[src/design/yuv2argb_pkg.sv]
`default_nettype none
package yuv2argb_pkg;

  localparam int unsigned SUM_W = 19;

  localparam logic signed [SUM_W-1:0] COEF_Y      = 19'sd298;
  localparam logic signed [SUM_W-1:0] COEF_RV     = 19'sd409;
  localparam logic signed [SUM_W-1:0] COEF_GU     = 19'sd100;
  localparam logic signed [SUM_W-1:0] COEF_GV     = 19'sd208;
  localparam logic signed [SUM_W-1:0] COEF_BU     = 19'sd516;
  localparam logic signed [SUM_W-1:0] LUMA_OFFSET = 19'sd16;
  localparam logic signed [SUM_W-1:0] ROUND_BIAS  = 19'sd128;
  localparam logic        [8:0]       CHROMA_OFFSET = 9'd128;
  localparam logic        [7:0]       CHAN_MAX    = 8'd255;

  typedef struct packed {
    logic [7:0] luma_first;
    logic [7:0] luma_second;
    logic [7:0] chroma_u;
    logic [7:0] chroma_v;
    logic [7:0] alpha;
  } in_t;

  typedef struct packed {
    logic [31:0] pixel_first_argb;
    logic [31:0] pixel_second_argb;
  } out_t;

  typedef struct packed {
    logic [7:0] r;
    logic [7:0] g;
    logic [7:0] b;
  } rgb_t;

  // arithmetic shift by 8 then clamp to 0..255
  function automatic logic [7:0] clamp_shift(input logic signed [SUM_W-1:0] sum);
    logic [7:0] res;
    if (sum[SUM_W-1]) begin
      res = 8'd0;
    end else if (|sum[SUM_W-2:16]) begin
      res = CHAN_MAX;
    end else begin
      res = sum[15:8];
    end
    return res;
  endfunction

  // round(c * a / 255)
  function automatic logic [7:0] scale_by_alpha(input logic [7:0] c, input logic [7:0] a);
    logic [16:0] t;
    logic [16:0] u;
    t = ({9'd0, c} * {9'd0, a}) + 17'd128;
    u = t + {8'd0, t[16:8]};
    return u[15:8];
  endfunction

endpackage
`default_nettype wire

[src/design/yuv2argb_pixel.sv]
`default_nettype none
module yuv2argb_pixel (
  input  wire logic                                   [7:0] luma,
  input  wire logic signed                            [8:0] du,
  input  wire logic signed                            [8:0] dv,
  output      yuv2argb_pkg::rgb_t                           rgb
);

  logic signed [yuv2argb_pkg::SUM_W-1:0] c_s;
  logic signed [yuv2argb_pkg::SUM_W-1:0] du_s;
  logic signed [yuv2argb_pkg::SUM_W-1:0] dv_s;
  logic signed [yuv2argb_pkg::SUM_W-1:0] r_sum;
  logic signed [yuv2argb_pkg::SUM_W-1:0] g_sum;
  logic signed [yuv2argb_pkg::SUM_W-1:0] b_sum;

  assign du_s = yuv2argb_pkg::SUM_W'(du);
  assign dv_s = yuv2argb_pkg::SUM_W'(dv);
  assign c_s  = (yuv2argb_pkg::SUM_W'(signed'({1'b0, luma})) - yuv2argb_pkg::LUMA_OFFSET)
                * yuv2argb_pkg::COEF_Y;

  assign r_sum = c_s + yuv2argb_pkg::COEF_RV * dv_s + yuv2argb_pkg::ROUND_BIAS;
  assign g_sum = c_s - yuv2argb_pkg::COEF_GU * du_s - yuv2argb_pkg::COEF_GV * dv_s
                 + yuv2argb_pkg::ROUND_BIAS;
  assign b_sum = c_s + yuv2argb_pkg::COEF_BU * du_s + yuv2argb_pkg::ROUND_BIAS;

  always_comb begin
    rgb.r = yuv2argb_pkg::clamp_shift(r_sum);
    rgb.g = yuv2argb_pkg::clamp_shift(g_sum);
    rgb.b = yuv2argb_pkg::clamp_shift(b_sum);
  end

endmodule
`default_nettype wire

[src/design/yuv_to_argb_pixel_pair_core.sv]
// BT.601 YUV to ARGB32 conversion for one pixel pair per item.
// Input channel: an item (two luma samples sharing one U/V pair plus an
// alpha byte) is taken at a rising edge with start high and busy low.
// busy is always low, so one item can be taken on every clock.
// Result channel: out_strobe is high for exactly one cycle with both ARGB
// words on out_data. The receiver cannot stall; results are never held.
// An item passes the input register, the color matrix and clamp
// register, and the alpha scaling and output register in that order.
// Throughput is one item per clock, set by the three-stage pipeline
// with no feedback.
// Configuration: cfg_data bit 0 selects premultiplied alpha; cfg_ready is
// always high and the write is taken when cfg_valid is high. Write only
// while no item is in flight.
// Reset (rst_n low, synchronous) clears the pipeline valid bits and the
// premultiply register; items in flight are dropped.
`default_nettype none
module yuv_to_argb_pixel_pair_core (
  input  wire logic                clk,
  input  wire logic                rst_n,
  input  wire logic                start,
  output      logic                busy,
  input  wire yuv2argb_pkg::in_t   in_data,
  output      logic                out_strobe,
  output      yuv2argb_pkg::out_t  out_data,
  input  wire logic                cfg_valid,
  output      logic                cfg_ready,
  input  wire logic                cfg_data
);

  logic                 premult_r;
  logic                 v0_r;
  logic                 v1_r;
  logic                 v2_r;
  yuv2argb_pkg::in_t    in_r;
  yuv2argb_pkg::rgb_t   rgb0_r;
  yuv2argb_pkg::rgb_t   rgb1_r;
  logic [7:0]           alpha1_r;
  yuv2argb_pkg::out_t   out_r;
  yuv2argb_pkg::rgb_t   rgb0_nxt;
  yuv2argb_pkg::rgb_t   rgb1_nxt;
  yuv2argb_pkg::rgb_t   pm0;
  yuv2argb_pkg::rgb_t   pm1;
  yuv2argb_pkg::out_t   out_nxt;
  logic signed [8:0]    du;
  logic signed [8:0]    dv;
  logic                 accept;

  assign busy       = 1'b0;
  assign cfg_ready  = 1'b1;
  assign accept     = start && !busy;
  assign out_strobe = v2_r;
  assign out_data   = out_r;

  assign du = signed'({1'b0, in_r.chroma_u} - yuv2argb_pkg::CHROMA_OFFSET);
  assign dv = signed'({1'b0, in_r.chroma_v} - yuv2argb_pkg::CHROMA_OFFSET);

  yuv2argb_pixel u_pix0 (
    .luma (in_r.luma_first),
    .du   (du),
    .dv   (dv),
    .rgb  (rgb0_nxt)
  );

  yuv2argb_pixel u_pix1 (
    .luma (in_r.luma_second),
    .du   (du),
    .dv   (dv),
    .rgb  (rgb1_nxt)
  );

  always_comb begin
    pm0.r = yuv2argb_pkg::scale_by_alpha(rgb0_r.r, alpha1_r);
    pm0.g = yuv2argb_pkg::scale_by_alpha(rgb0_r.g, alpha1_r);
    pm0.b = yuv2argb_pkg::scale_by_alpha(rgb0_r.b, alpha1_r);
    pm1.r = yuv2argb_pkg::scale_by_alpha(rgb1_r.r, alpha1_r);
    pm1.g = yuv2argb_pkg::scale_by_alpha(rgb1_r.g, alpha1_r);
    pm1.b = yuv2argb_pkg::scale_by_alpha(rgb1_r.b, alpha1_r);
    if (premult_r) begin
      out_nxt.pixel_first_argb  = {alpha1_r, pm0.r, pm0.g, pm0.b};
      out_nxt.pixel_second_argb = {alpha1_r, pm1.r, pm1.g, pm1.b};
    end else begin
      out_nxt.pixel_first_argb  = {alpha1_r, rgb0_r.r, rgb0_r.g, rgb0_r.b};
      out_nxt.pixel_second_argb = {alpha1_r, rgb1_r.r, rgb1_r.g, rgb1_r.b};
    end
  end

  always_ff @(posedge clk) begin
    if (!rst_n) begin
      premult_r <= 1'b0;
      v0_r      <= 1'b0;
      v1_r      <= 1'b0;
      v2_r      <= 1'b0;
    end else begin
      if (cfg_valid && cfg_ready) begin
        premult_r <= cfg_data;
      end
      v0_r <= accept;
      v1_r <= v0_r;
      v2_r <= v1_r;
    end
  end

  always_ff @(posedge clk) begin
    if (accept) begin
      in_r <= in_data;
    end
    if (v0_r) begin
      rgb0_r   <= rgb0_nxt;
      rgb1_r   <= rgb1_nxt;
      alpha1_r <= in_r.alpha;
    end
    if (v1_r) begin
      out_r <= out_nxt;
    end
  end

`ifndef ASSERT_OFF
  a_latency: assert property (@(posedge clk) disable iff (!rst_n)
    accept |-> ##3 out_strobe)
    else $error("item taken without a result three cycles later");

  a_no_phantom: assert property (@(posedge clk) disable iff (!rst_n)
    out_strobe |-> $past(accept, 3))
    else $error("result strobe without a matching item");

  a_alpha_same: assert property (@(posedge clk) disable iff (!rst_n)
    out_strobe |-> out_data.pixel_first_argb[31:24] == out_data.pixel_second_argb[31:24])
    else $error("alpha bytes of the pair differ");

  a_premult_bound: assert property (@(posedge clk) disable iff (!rst_n)
    (out_strobe && premult_r) |->
      (out_data.pixel_first_argb[23:16] <= out_data.pixel_first_argb[31:24]) &&
      (out_data.pixel_second_argb[7:0] <= out_data.pixel_second_argb[31:24]))
    else $error("premultiplied channel exceeds alpha");
`endif

endmodule
`default_nettype wire
[config.mk]
export PLATFORM = sky130hd
export DESIGN_NAME = yuv_to_argb_pixel_pair_core
export DESIGN_NICKNAME = d
export VERILOG_FILES = /design/src/design/yuv2argb_pkg.sv /design/src/design/yuv2argb_pixel.sv /design/src/design/yuv_to_argb_pixel_pair_core.sv
export SDC_FILE = /design/constraint.sdc
export NUM_CORES = 2
export LEC_CHECK = 0
export BUFFER_PORTS_ARGS = -buffer_cell sky130_fd_sc_hd__buf_2
export CAP_MARGIN = 40
export CORE_MARGIN = 4
export CORE_UTILIZATION = 51
export CTS_CLUSTER_DIAMETER = 60
export CTS_CLUSTER_SIZE = 8
export DETAILED_ROUTE_END_ITERATION = 8
export PLACE_DENSITY = 0.71
export REMOVE_ABC_BUFFERS = 1
export SYNTH_ARGS = -nofsm -noshare
export SYNTH_HDL_FRONTEND = slang
export SYNTH_SLANG_ARGS = --single-unit
export TNS_END_PERCENT = 5
[constraint.sdc]
create_clock -name clk -period 6.6 [get_ports clk]
set_clock_uncertainty 0.2 [all_clocks]
set_input_delay 0.33 -clock clk [delete_from_list [all_inputs] [get_ports clk]]
set_output_delay 0.33 -clock clk [all_outputs]
set_load 0.01 [all_outputs]
# [Yosys cells after proc, flatten, opt, wreduce, memory -nomap -nowiden]
# Cells that the tools add are included.
[word_totals] ff_bits=164 latch_bits=0 mem_bits_rw=0 rom_bits=0 out_inout_bits=67 n_memories=0
[op_classes] n_addsub=30 multipliers=12 n_div=0 order_cmp=0 eq_ne=0 shifts=0 muxes=7 n_bitwise=0 n_reduce_logical=6
[op_table] cell="$add A19 B9 Y19 const B" count=6
[op_table] cell="$add A16 B8 Y17 const B" count=6
[op_table] cell="$add A16 B9 Y16" count=6
[op_table] cell="$mul A8 B8 Y16" count=6
[op_table] cell="$add A19 B19 Y19" count=4
[op_table] cell="$sub A19 B19 Y19" count=4
[op_table] cell="$mux W56" count=1
[op_table] cell="$mux W8" count=6
[op_table] cell="$mul A19 B9 Y18 const B" count=2
[op_table] cell="$mul A10 B9 Y19 const A" count=1
[op_table] cell="$sub A8 B5 Y9 const B" count=2
[op_table] cell="$sub A8 B8 Y9 const B" count=2
[op_table] cell="$mul A9 B9 Y17 const A" count=1
[op_table] cell="$mul A6 B9 Y15 const A" count=1
[op_table] cell="$mul A5 B9 Y14 const A" count=1
[op_table] cell="$reduce_or A2 Y1" count=6

# [Depth between registers and ports, before layout]
[logic_depth] ltp_word=7 depth_mapped=29 depth_no_buf=28

# [Modules after synthesis]
# Synthesis repeated with hierarchy kept, for this count alone.
[hier_totals] hier_cells=3822 area_unflattened_um2=35800.6
[modules_own_cells] module="yuv_to_argb_pixel_pair_core" instances=1 cells_per_inst=2157 area_each_um2=21035.2
[modules_own_cells] module="yuv2argb_pixel at u_pix1" instances=1 cells_per_inst=833 area_each_um2=7398.3
[modules_own_cells] module="yuv2argb_pixel at u_pix0" instances=1 cells_per_inst=832 area_each_um2=7367.1

# [Least setup slack after synthesis]
# Ideal clock, no wire load.
[synth_timing] path_type="register to register" startpoint="register in_r[36] in the netlist's numbering" endpoint="register rgb0_r[10] in the netlist's numbering, data pin" arrival_time_ns=6.385 slack_ns=-0.264 path_stages_with_launch=28 n_path_buf=1 cell_sequence="edfxtp_1 inv_1 ha_1 nor3b_1 buf_2 ha_1 ha_1 inv_1 fa_1 fa_1 inv_1 ha_1 nor2b_1 o21ai_0 nor2b_1 xnor2_1 inv_1 fa_1 inv_1 ha_1 ha_1 a21o_1 a31o_2 a2111oi_4 o21bai_1 a21oi_1 xnor2_1 a21oi_1"
[synth_between] elab_chain_cells=7
[synth_rtl] element="from (decl)" line="yuv_to_argb_pixel_pair_core.sv:34" text="yuv2argb_pkg::in_t in_r;"
[synth_rtl] element="from (signal assigned)" line="yuv_to_argb_pixel_pair_core.sv:105" text="in_r <= in_data;"
[synth_rtl] element="$sub A8 B5 Y9 *" line="yuv2argb_pixel.sv:18" text="assign c_s = (yuv2argb_pkg::SUM_W'(signed'({1'b0, luma})) - yuv2argb_pkg::LUMA_OFFSET)"
[synth_rtl] element="$mul A19 B9 Y18 *" line="yuv2argb_pixel.sv:19" text="* yuv2argb_pkg::COEF_Y;"
[synth_rtl] element="$sub A19 B19 Y19 * (2 in a row)" line="yuv2argb_pixel.sv:22" text="assign g_sum = c_s - yuv2argb_pkg::COEF_GU * du_s - yuv2argb_pkg::COEF_GV * dv_s"
[synth_rtl] element="$add A19 B9 Y19 *" line="yuv2argb_pixel.sv:23" text="+ yuv2argb_pkg::ROUND_BIAS;"
[synth_rtl] element="$reduce_or A2 Y1" line="yuv2argb_pkg.sv:40" text="end else if (|sum[SUM_W-2:16]) begin"
[synth_rtl] element="$mux W8" line="yuv2argb_pkg.sv:40"
[synth_rtl] element="to (signal assigned)" line="yuv_to_argb_pixel_pair_core.sv:108" text="rgb0_r <= rgb0_nxt;"
[synth_rtl] element="to (decl)" line="yuv_to_argb_pixel_pair_core.sv:35" text="yuv2argb_pkg::rgb_t rgb0_r;"
# Every way passes the cells marked *; elsewhere a longest branch is shown, timed or not.
# A chain may end at the register's enable or synchronous reset.

==> metrics.md <==
| Metric | Value |
|---|---|
| Run status | complete, but fails checks |
| Failing checks | negative setup slack |
| Maximum number of pins on one net before global-route repair | 68 |
| WL per Instance | 16.81 µm |
| Worst-case reg-to-reg path depth | 25 |
| Hold Path Depth | 0 |
| Most frequent cells in the layout | ha_1, inv_1, buf_4, fa_1, and2_1 |
| Fraction of layout cells with a size suffix above 1 | 0.2219 |
| Clock slew at the register clock pins of the worst setup and hold paths | 0.07 ns |
| Worst EP required | approximately 6.7 ns |
| Most common cell on crit path | fa_1 |
| Starting Density | 0.5159 |
| Worst path top cell family by delay | adder cells |
| Post-Syn Area | between 30000 and 40000 µm² |
| CP Capture Type | flop |
| Die area | around 68000 µm² |
| Critical path depth in cells | 25 |
| Crit path DAT | about 7 ns |
| CP peak stage delay | 0.54 ns |
| Least-Margin Pin Slew | between 0.9 and 1 ns |
| PortBufs | 109 |
| # DRC | 0 |
| Top_reg_cell synth | edfxtp_1 |
| Buf/Inv on CP | 6 |
| Synthesized area per cell | ~9.4 µm² |
| Final WS setup | -0.1413 ns |
| Clk root buf | clkbuf_16 |
| CP max FO | 6 |
| Area delta synth->final | 22.13% |
| Post-synth ARST share | 0 |
| Die width | ~260 µm |
| Period utilization | 1.021 |
| CTS tree | built |
| Vias in the first global route | 26.02k |
| IO Pins | approximately 110 |
| Post-route ant nets | 0 |
| Final Critical Period | approximately 6.7 ns |
| Ys Warns | 0 |
| Total Routing Usage GR | 0.2352 |
| Ant diodes | 0 |
| CP max-delay cell | fa_1 |
| CTS H-tree lvls | 4 |
| Seq/Total Area, Yosys | 0.1427 |
| # clock sinks | roughly 160 |
| Most common cell after layout, fill and taps aside | ha_1 |
| Clock Path Buffers | 2 |
| First-pass GRT wire length | approximately 130000 µm |
| Vias per inst | 5.358 |
| Fin. max-slew vios | 0 |
| Final setup viols | 18 |
| GR Overflow Total | 0 |
| Final net count | 4996 |
| Post-synth top area share | 0.2691 |
| Fmax | about 150 MHz |
| Cell taking the most area after synthesis | ha_1 |
| TritonCTS buffer count | 17 |
| Initial antenna violation count | 1 |
| Reg2reg setup slack | -0.14 ns |
| Routability cong. | 0.9042 |
| Core Region | between 60000 and 70000 µm² |
| Yosys cell types | a little over 100 |
| Cell Rows | a little over 90 |
| RSZ-0062 raised after global routing | yes |
| Filler instances | between 5k and 6k |
| Max-Cap Viols | 0 |
| Skew-Pair Late Insertion Delay | 0.51 ns |
| Vias after detailed routing | roughly 26k |
| EDFF count, synth | approximately 150 |
| First-iteration detailed-routing DRC count | approximately 1.4k |
| Post-Syn Instances | 3459 |
| Synth area leaders | ha_1, fa_1, edfxtp_1 |
| Final WL | about 80000 µm |
| Worst slew margin | 0.3943 |
| Final Hold Fails | 0 |
| Final core occ | 0.6301 |
| Hold WC Path Type | reg2reg |
| Yosys reg bits | roughly 160 |
| Worst setup path category | reg2reg |
| Post-DP HPWL | between 60000 and 70000 µm |
| Setup_tns | -0.5887 ns |
| DRT Pass-1 Iters | 5 |
| CP startpoint kind | flop |
| DIE HEIGHT | around 260 µm |
==> per-stage QoR <==
| step | area, µm² | instances | worst slack (ns) | hold WS, ns |
|---|---|---|---|---|
| 2_1_floorplan | 32250 | 3391 | -1.041 | 0.2003 |
| 3_3_place_gp | 36250 | 4653 | -0.1859 | 0.2258 |
| 3_5_place_dp | 36280 | 4654 | -0.2411 | 0.2045 |
| 4_1_cts | 38120 | 4764 | -0.03494 | 0.2435 |
| 5_1_grt | 39750 | 4812 | -0.3766 | 0.2548 |
| 6_report | 39750 | 4812 | -0.1413 | 0.2449 |
==> cells by family after synthesis <==
group                      synth area share
AOI/OAI and AO/OA                    0.1190
xor gates and xnor gates            0.06263
buffers and inverters               0.08254
other                             0.0002308
adders and majority gates            0.4524
muxes                              0.007497
DFF                                  0.1427
and+or+nand+nor                      0.1330
==> worst register-to-register path, cell delays in order, from the launching register on <==
cell and delay [ns]:
edfxtp_1 0.47, buf_6 0.17, clkbuf_16 0.16, and2_1 0.15, fa_1 0.48, fa_1 0.54
fa_1 0.54, inv_1 0.05, fa_1 0.52, inv_2 0.05, ha_4 0.27, buf_4 0.13
nand3_2 0.07, o211a_1 0.26, a21oi_2 0.15, nor3_1 0.08, xnor2_1 0.26, ha_1 0.30
a21o_1 0.18, a21oi_2 0.16, o211ai_1 0.16, a221oi_2 0.31, and4bb_2 0.32, buf_4 0.14
xor2_1 0.13, mux2_2 0.26
==> what timing repair did <==
| action | in CTS | in global routing |
|---|---|---|
| endpoints found under the setup margin | 61 | 86 |
| resized for setup | 110 | 249 |
| hold endpoints to repair | 44 | 0 |
| setup buffers | 31 | 47 |
| gates cloned | 3 | 4 |
| pin swaps | 79 | 178 |
| hold buffers | 44 | 0 |
==> area by class of cell <==
class                      instances  area, µm²  share of cell area
tap                              846       1059             0.02663
multi-input combinational       2599      26860              0.6759
sequential                       156       4648              0.1169
clock buffer                      22      464.2             0.01168
clock inverter                    10      115.1            0.002896
timing repair buffer             543       4210              0.1059
inverter                         636       2387             0.06006
==> metal layers <==
metal / GRT usage / routed length (µm)
met4: 0.07872 / 2842
met3: 0.03523 / 3827
met1: 0.3101 / 35520
met2: 0.3974 / 38710
met5: 0 / 0
==> worst paths after layout <==
kind          startpoint           end
max          alpha1_r[4]  out_data[44]
min reg2reg      in_r[1]   alpha1_r[1]
min              in_r[1]   alpha1_r[1]
max reg2reg  alpha1_r[4]  out_data[44]
==> cells in the mapped netlist, types with 11 or more instances <==
master	number
a31oi_1	11
nand4_1	15
mux2_2	19
a211oi_1	23
nor4_1	11
and3_1	23
a21o_1	65
xnor2_1	132
o21ai_1	17
a211o_1	14
inv_1	635
edfxtp_1	152
nor2b_1	24
and2_1	263
o211ai_1	19
ha_1	700
nor3_1	41
o31ai_1	16
o21bai_1	21
nand2_1	198
nor2_1	118
nand2b_1	13
xor2_1	80
o21a_1	58
clkbuf_1	52
fa_1	298
o21ai_0	59
a21oi_1	138
nand3_1	46
==> state kept, by name, summed over array words and instances (netlist names) <==
register	count
premult_r	1
v0_r	1
in_r	40
rgb0_r	24
rgb1_r	24
out_strobe	1
alpha1_r	8
v1_r	1
out_data	56
Power is left out: the tool's default activity adds up to more than one toggle a clock period on the data nets, which glitch-free logic cannot reach.
